==> src/hdl/opsieve_pkg.sv <==
// Shared constants, field widths and controller/datapath command and status
// structs for the odd-only prime sieve. No dependencies.
`timescale 1ns / 1ps
`default_nettype none

package opsieve_pkg;

   localparam int MAX_LIMIT  = 65536;
   localparam int LIMIT_W    = 17;
   localparam int MARK_DEPTH = (MAX_LIMIT + 1) / 2;   // entry i marks odd 2i+1
   localparam int IDX_W      = $clog2(MARK_DEPTH);
   localparam int PROBE_W    = LIMIT_W + 1;           // candidate may run past the limit

   localparam int REQ_DATA_W = ((LIMIT_W + 7) / 8) * 8;
   localparam int RSP_DATA_W = ((LIMIT_W + 2 + 7) / 8) * 8;
   localparam int CSR_DATA_W = ((LIMIT_W + 7) / 8) * 8;

   localparam logic [LIMIT_W-1:0] UPPER_RESET = LIMIT_W'(65536);
   localparam logic [LIMIT_W-1:0] LIMIT_MAX   = LIMIT_W'(MAX_LIMIT);
   localparam logic [PROBE_W-1:0] FIRST_ODD_PRIME = PROBE_W'(3);
   localparam logic [LIMIT_W-1:0] EVEN_PRIME  = LIMIT_W'(2);

   localparam logic KIND_BUILD = 1'b0;
   localparam logic KIND_QUERY = 1'b1;

   typedef struct packed {
      logic build_start;    // latch saturated limit, set clear pointer to top
      logic clr_write;      // write zero at clear pointer, step down
      logic sieve_start;    // probe <= first odd prime
      logic probe_step;     // probe += 2
      logic mark_start;     // multiple <= probe squared
      logic mark_write;     // mark multiple, multiple += 2*probe
      logic build_commit;   // built limit valid, zero result
      logic oor_result;     // out-of-range result
      logic query_start;    // latch query, probe <= query
      logic query_self;     // primality of query, probe <= first candidate
      logic next_found;     // next prime <= probe
      logic next_none;      // next prime <= 0
      logic rsp_load;       // move result into output register
   } opsieve_cmd_type;

   typedef struct packed {
      logic clr_last;
      logic sq_over;
      logic probe_marked;
      logic m_over;
      logic req_oor;
      logic below_two;
      logic probe_over;
      logic out_free;
   } opsieve_sts_type;

endpackage

`default_nettype wire

==> src/hdl/opsieve_ctrl.sv <==
// Sequencer for build (clear, sieve, mark) and query (self test, forward scan).
// Depends on opsieve_pkg.
`timescale 1ns / 1ps
`default_nettype none

module opsieve_ctrl (
   input  wire logic                         clock,
   input  wire logic                         reset,
   input  wire logic                         req_tvalid,
   input  wire logic                         req_kind,
   output logic                              req_tready,
   input  wire opsieve_pkg::opsieve_sts_type sts,
   output opsieve_pkg::opsieve_cmd_type      cmd
);
   import opsieve_pkg::*;

   typedef enum logic [2:0] {
      ST_IDLE,
      ST_CLEAR,
      ST_SIEVE,
      ST_MARK,
      ST_QSELF,
      ST_QSCAN,
      ST_FIN
   } state_type;

   state_type state_ff, state_in;

   always_comb begin
      state_in = state_ff;
      cmd      = '0;
      case (state_ff)
         ST_IDLE: begin
            if (req_tvalid) begin
               if (req_kind == KIND_BUILD) begin
                  cmd.build_start = 1'b1;
                  state_in        = ST_CLEAR;
               end else if (sts.req_oor) begin
                  cmd.oor_result = 1'b1;
                  state_in       = ST_FIN;
               end else begin
                  cmd.query_start = 1'b1;
                  state_in        = ST_QSELF;
               end
            end
         end
         ST_CLEAR: begin
            cmd.clr_write = 1'b1;
            if (sts.clr_last) begin
               cmd.sieve_start = 1'b1;
               state_in        = ST_SIEVE;
            end
         end
         ST_SIEVE: begin
            if (sts.sq_over) begin
               cmd.build_commit = 1'b1;
               state_in         = ST_FIN;
            end else if (sts.probe_marked) begin
               cmd.probe_step = 1'b1;
            end else begin
               cmd.mark_start = 1'b1;
               state_in       = ST_MARK;
            end
         end
         ST_MARK: begin
            if (sts.m_over) begin
               cmd.probe_step = 1'b1;
               state_in       = ST_SIEVE;
            end else begin
               cmd.mark_write = 1'b1;
            end
         end
         ST_QSELF: begin
            cmd.query_self = 1'b1;
            state_in       = sts.below_two ? ST_FIN : ST_QSCAN;
         end
         ST_QSCAN: begin
            if (sts.probe_over) begin
               cmd.next_none = 1'b1;
               state_in      = ST_FIN;
            end else if (!sts.probe_marked) begin
               cmd.next_found = 1'b1;
               state_in       = ST_FIN;
            end else begin
               cmd.probe_step = 1'b1;
            end
         end
         ST_FIN: begin
            if (sts.out_free) begin
               cmd.rsp_load = 1'b1;
               state_in     = ST_IDLE;
            end
         end
         default: begin
            state_in = ST_IDLE;
         end
      endcase
   end

   always_ff @(posedge clock) begin
      if (reset) begin
         state_ff <= ST_IDLE;
      end else begin
         state_ff <= state_in;
      end
   end

   assign req_tready = (state_ff == ST_IDLE);

endmodule

`default_nettype wire

==> config.mk <==
export PLATFORM = sky130hd
export DESIGN_NAME = opsieve_ctrl
export DESIGN_NICKNAME = d
export VERILOG_FILES = /design/src/hdl/opsieve_pkg.sv /design/src/hdl/opsieve_ctrl.sv
export SDC_FILE = /design/constraint.sdc
export NUM_CORES = 1
export LEC_CHECK = 0
export ABC_AREA = 0
export BUFFER_PORTS_ARGS = -buffer_cell sky130_fd_sc_hd__buf_4
export CELL_PAD_IN_SITES_DETAIL_PLACEMENT = 0
export CELL_PAD_IN_SITES_GLOBAL_PLACEMENT = 1
export CORE_MARGIN = 3
export CORE_UTILIZATION = 24
export CTS_CLUSTER_DIAMETER = 30
export DETAILED_ROUTE_END_ITERATION = 16
export GPL_TIMING_DRIVEN = 0
export PLACE_DENSITY_LB_ADDON = 0.1
export SYNTH_ARGS = -nofsm -noshare
export SYNTH_HDL_FRONTEND = slang
export SYNTH_SLANG_ARGS = --single-unit
==> constraint.sdc <==
create_clock -name clock -period 1.3 [get_ports clock]
set_input_delay 0.13 -clock clock [delete_from_list [all_inputs] [get_ports clock]]
set_output_delay 0.13 -clock clock [all_outputs]
set_load 0.01 [all_outputs]
## Word level (Yosys, flattened, before mapping)

Cells that the tools add are included.

- Mux-type cells: 39
- Eq/ne operators: 12
- Reductions and logical operators: 2

Operators by type and width:

| kind | number |
|---|---|
| $mux 3 | 9 |
| $pmux 3 s7 | 1 |
| $mux 1 | 20 |
| $mux 2 | 8 |
| $eq 3x3->1 const B | 3 |
| $ne 2x2->1 const B | 4 |
| $eq 3x2->1 const B | 2 |
| $ne 3x3->1 const B | 2 |
| $reduce_and 6->1 | 1 |
| $eq 3x1->1 const B | 1 |
| $logic_not 3->1 | 1 |
| $pmux 1 s3 | 1 |

- Bits of input ports: 12
- Word-level logic and storage cells: 54
- Bits in registers: 3
- Output and inout port bits: 14

## Depth between registers and ports, before layout

- Word-level depth: 4
- Gate-level depth with buffers: 6
- Gate-level depth less buffers: 4

## Worst setup path after synthesis

Ideal clock, no wire load.

- Path kind: reg2out
- Start: register state_ff[2]
- End: output port cmd[4] in the netlist's numbering
- Path buffers: 1
- Path slack: -0.111 ns
- Cell stages (with the launch flop): 5
- Arrival: 1.281 ns
- Data required time: 1.170 ns
- Cell sequence: dfxtp_1 -> buf_2 -> nor3_2 -> nand2_1 -> nor3b_1

RTL lines:

| item | line | source |
|---|---|---|
| from (decl) | opsieve_ctrl.sv:27 | `state_type state_ff, state_in;` |
| from (signal assigned) | opsieve_ctrl.sv:104 | `state_ff <= state_in;` |
| to (decl) | opsieve_ctrl.sv:13 | `output opsieve_pkg::opsieve_cmd_type cmd` |

==> impl_metrics.csv <==
group,metric,value,unit
outcome,status,"complete, but fails checks",
outcome,violations,"negative setup slack",
placed_design,portBuffers,25,
sta,max_freq,695,MHz
cts,cts_buffer_depth,2,
sta,final_hold_viol_count,0,
final_layout,largest_register_ffs,3,
routing,avgViaCountPerCell,4.91,
global_routing,grtUsageTotal,13.5,%
global_routing,grt_max_degree,11,
global_routing,grt_pass1_wl,2110,um
cts,cts_buffers,3,
sta,finalClockSkew,0.00659,ns
sta,worst_slack,-0.139,ns
die,placementRows,14,
sta,setup_viol_count_final,10,
setup_path,critPathCaptureType,"primary output",
setup_path,cp.required,1.17,ns
routing,firstDrtPassIters,4,
routing,drt_iter0_drc,7,
cts,cts_root_buf,"clkbuf_4",
sta,post-route-period-util,111,%
setup_path,worstPathArrival,1.31,ns
cts,htree_levels,1,
setup_path,crit_type,"reg2out",
pwr,power_leakage,0.000382,uW
routing,wl_per_cell,12.8,um
final_layout,regMostFlops,"state_ff",
cts,clock_latency,0.24,ns
job,drv_cap,0,
global_routing,antenna_found_initial,0,
final_layout,fin_cells,108,
global_routing,grt_pass1_vias,464,
placed_design,dp_cells,95,
placed_design,dpl_cell_area,632,um^2
routing,remaining_drc_errors,0,
cts,clk_pin_slew_worst_paths,0.04,ns
placed_design,gp_congestion,0.706,
global_routing,globalRoute.totalOverflow,0,
yosys,syn-num-nets,66,
pwr,ir_drop,961,uV
pwr,power_density,2030,nW/um^2
die,die_x,47.2,um
cts,hold_buffers,0,
routing,drt-total-wl,1380,um
routing,num_vias,530,
final_layout,final_common_cell,"buf_4",
final_layout,largestRegisters,"state_ff (3)",
setup_path,critical_path.max_fanout,6,
yosys,syn_inst,54,
yosys,synthDistinctLibCells,33,
sta,period_minus_slack,1.44,ns
die,start_util,26.2,%
final_layout,antenna_cells,0,
die,boundaryPins,26,
die,design.die.area,2230,um^2
yosys,ys_ff_latch,3,
final_layout,layout_common_cells,"buf_4, nor2_1, nand2_1",
final_layout,fin_area,843,um^2
yosys,syn_area_per_cell,7.55,um^2
cts,cts_tree,"done",
sta,setup_tns,-0.797,ns
hold_path,hold_class,"in2reg",
final_layout,drive_gt1_share,65.2,%
routing,antenna_left,0,
sta,maxSlewViolCount,0,
cts,numClockSinks,3,
final_layout,finalNetCount,105,
sta,relSlewSlack,81.1,%
yosys,yosys_warnings,0,
sta,rsz0062_at_grt,"yes",
die,die_h,47.2,um
final_layout,syn_to_final_growth,107,%
sta,worstMarginPinSlew,0.281,ns
yosys,synth_seq_area_share,14.7,%
placed_design,hpwl,928,um
setup_path,start_kind,"register",
yosys,syn-cell-area,408,um^2
die,coreArea,1560,um^2
[where the power goes]
group	total [uW]	internal, uW	switching [uW]	leakage, uW
logic	1270	743	528	0.000340
registers	269	160	109	0.0000267
clock network	168	115	52.3	0.0000150
total	1710	1020	689	0.000382
[area by class of cell]
class / count / area [um^2]
plain buffers: 3 / 45.0
clock buffers: 4 / 26.3
multi-input cells: 45 / 390
well taps: 16 / 20.0
flip-flops and latches: 3 / 71.3
inverters: 2 / 7.51
repair buffers: 35 / 283
fillers: 157 / 716
[cells in the mapped netlist]
| cell | instances | area, um^2 |
|---|---|---|
| a211o_1 | 1 | 8.76 |
| a211oi_2 | 1 | 12.5 |
| a21oi_1 | 2 | 10.0 |
| a221oi_1 | 1 | 8.76 |
| a31o_1 | 1 | 8.76 |
| a41oi_1 | 1 | 8.76 |
| and2_1 | 1 | 6.26 |
| and4_1 | 1 | 8.76 |
| and4bb_1 | 2 | 25.0 |
| buf_2 | 2 | 10.0 |
| buf_6 | 1 | 11.3 |
| clkbuf_1 | 1 | 3.75 |
| dfxtp_1 | 3 | 60.1 |
| inv_1 | 1 | 3.75 |
| inv_2 | 1 | 3.75 |
| mux2_2 | 1 | 11.3 |
| mux2i_1 | 1 | 10.0 |
| nand2_1 | 6 | 22.5 |
| nand2b_1 | 2 | 12.5 |
| nand3b_1 | 2 | 15.0 |
| nand4_1 | 1 | 6.26 |
| nor2_1 | 7 | 26.3 |
| nor2b_1 | 3 | 18.8 |
| nor3_1 | 1 | 5.00 |
| nor3_2 | 1 | 10.0 |
| nor3b_1 | 1 | 7.51 |
| nor4_2 | 1 | 12.5 |
| nor4b_2 | 1 | 15.0 |
| nor4bb_1 | 1 | 10.0 |
| o21ai_0 | 1 | 5.00 |
| o21ai_2 | 1 | 8.76 |
| o21bai_1 | 2 | 15.0 |
| o22ai_1 | 1 | 6.26 |
[logic make-up (layout without fill, tap and decap cells)]
kind of cell,count (synthesis),count (layout),synth area share (%)
compound gates,12,12,22.7
buf+inv,6,44,7.97
flops,3,3,14.7
simple gates,31,31,49.4
mux,2,2,5.21
[worst paths after layout]
kind	slack [ns]	start	cells after the start	endpoint
worst max-delay path	-0.14	state_ff[2]	5	cmd[4]
worst max register to register	-0.09	state_ff[1]	5	state_ff[1]
worst min register to register	0.74	state_ff[0]	4	state_ff[0]
worst min-delay path	0.17	reset	3	state_ff[0]
[per-stage QoR]
stage | util (%) | hold slack, ns | power (uW) | setup WS [ns]
3_3_place_gp | 40.5 | 0.423 | 1070 | -0.121
3_5_place_dp | 40.5 | 0.425 | 1060 | -0.0829
6_report | 54.1 | 0.174 | 1710 | -0.139
2_1_floorplan | - | 0.289 | 771 | 0.0251
5_1_grt | 54.1 | 0.181 | 1830 | -0.210
4_1_cts | 48.3 | 0.169 | 1460 | -0.162
[what timing repair did]
action,in CTS,in global routing
endpoints found under the setup margin,17,16
pin swaps,7,6
setup buffers,5,5
gates resized for setup,18,12
[layer usage]
layer / vias up / GRT usage (%) / wire, um
met2: 21 / 21.9 / 674
met3: 0 / 5.75 / 79
met5: - / 0 / 0
met4: 0 / 0 / 0
li1: 274 / - / -
met1: 235 / 17.6 / 624
[critical path, stage by stage (launching register included)]
cell	delay, ns
dfxtp_4	0.36
buf_8	0.13
nor3_4	0.19
nand2_2	0.09
nor3b_2	0.16
buf_4	0.14
Power figures use the tool's default switching activity.
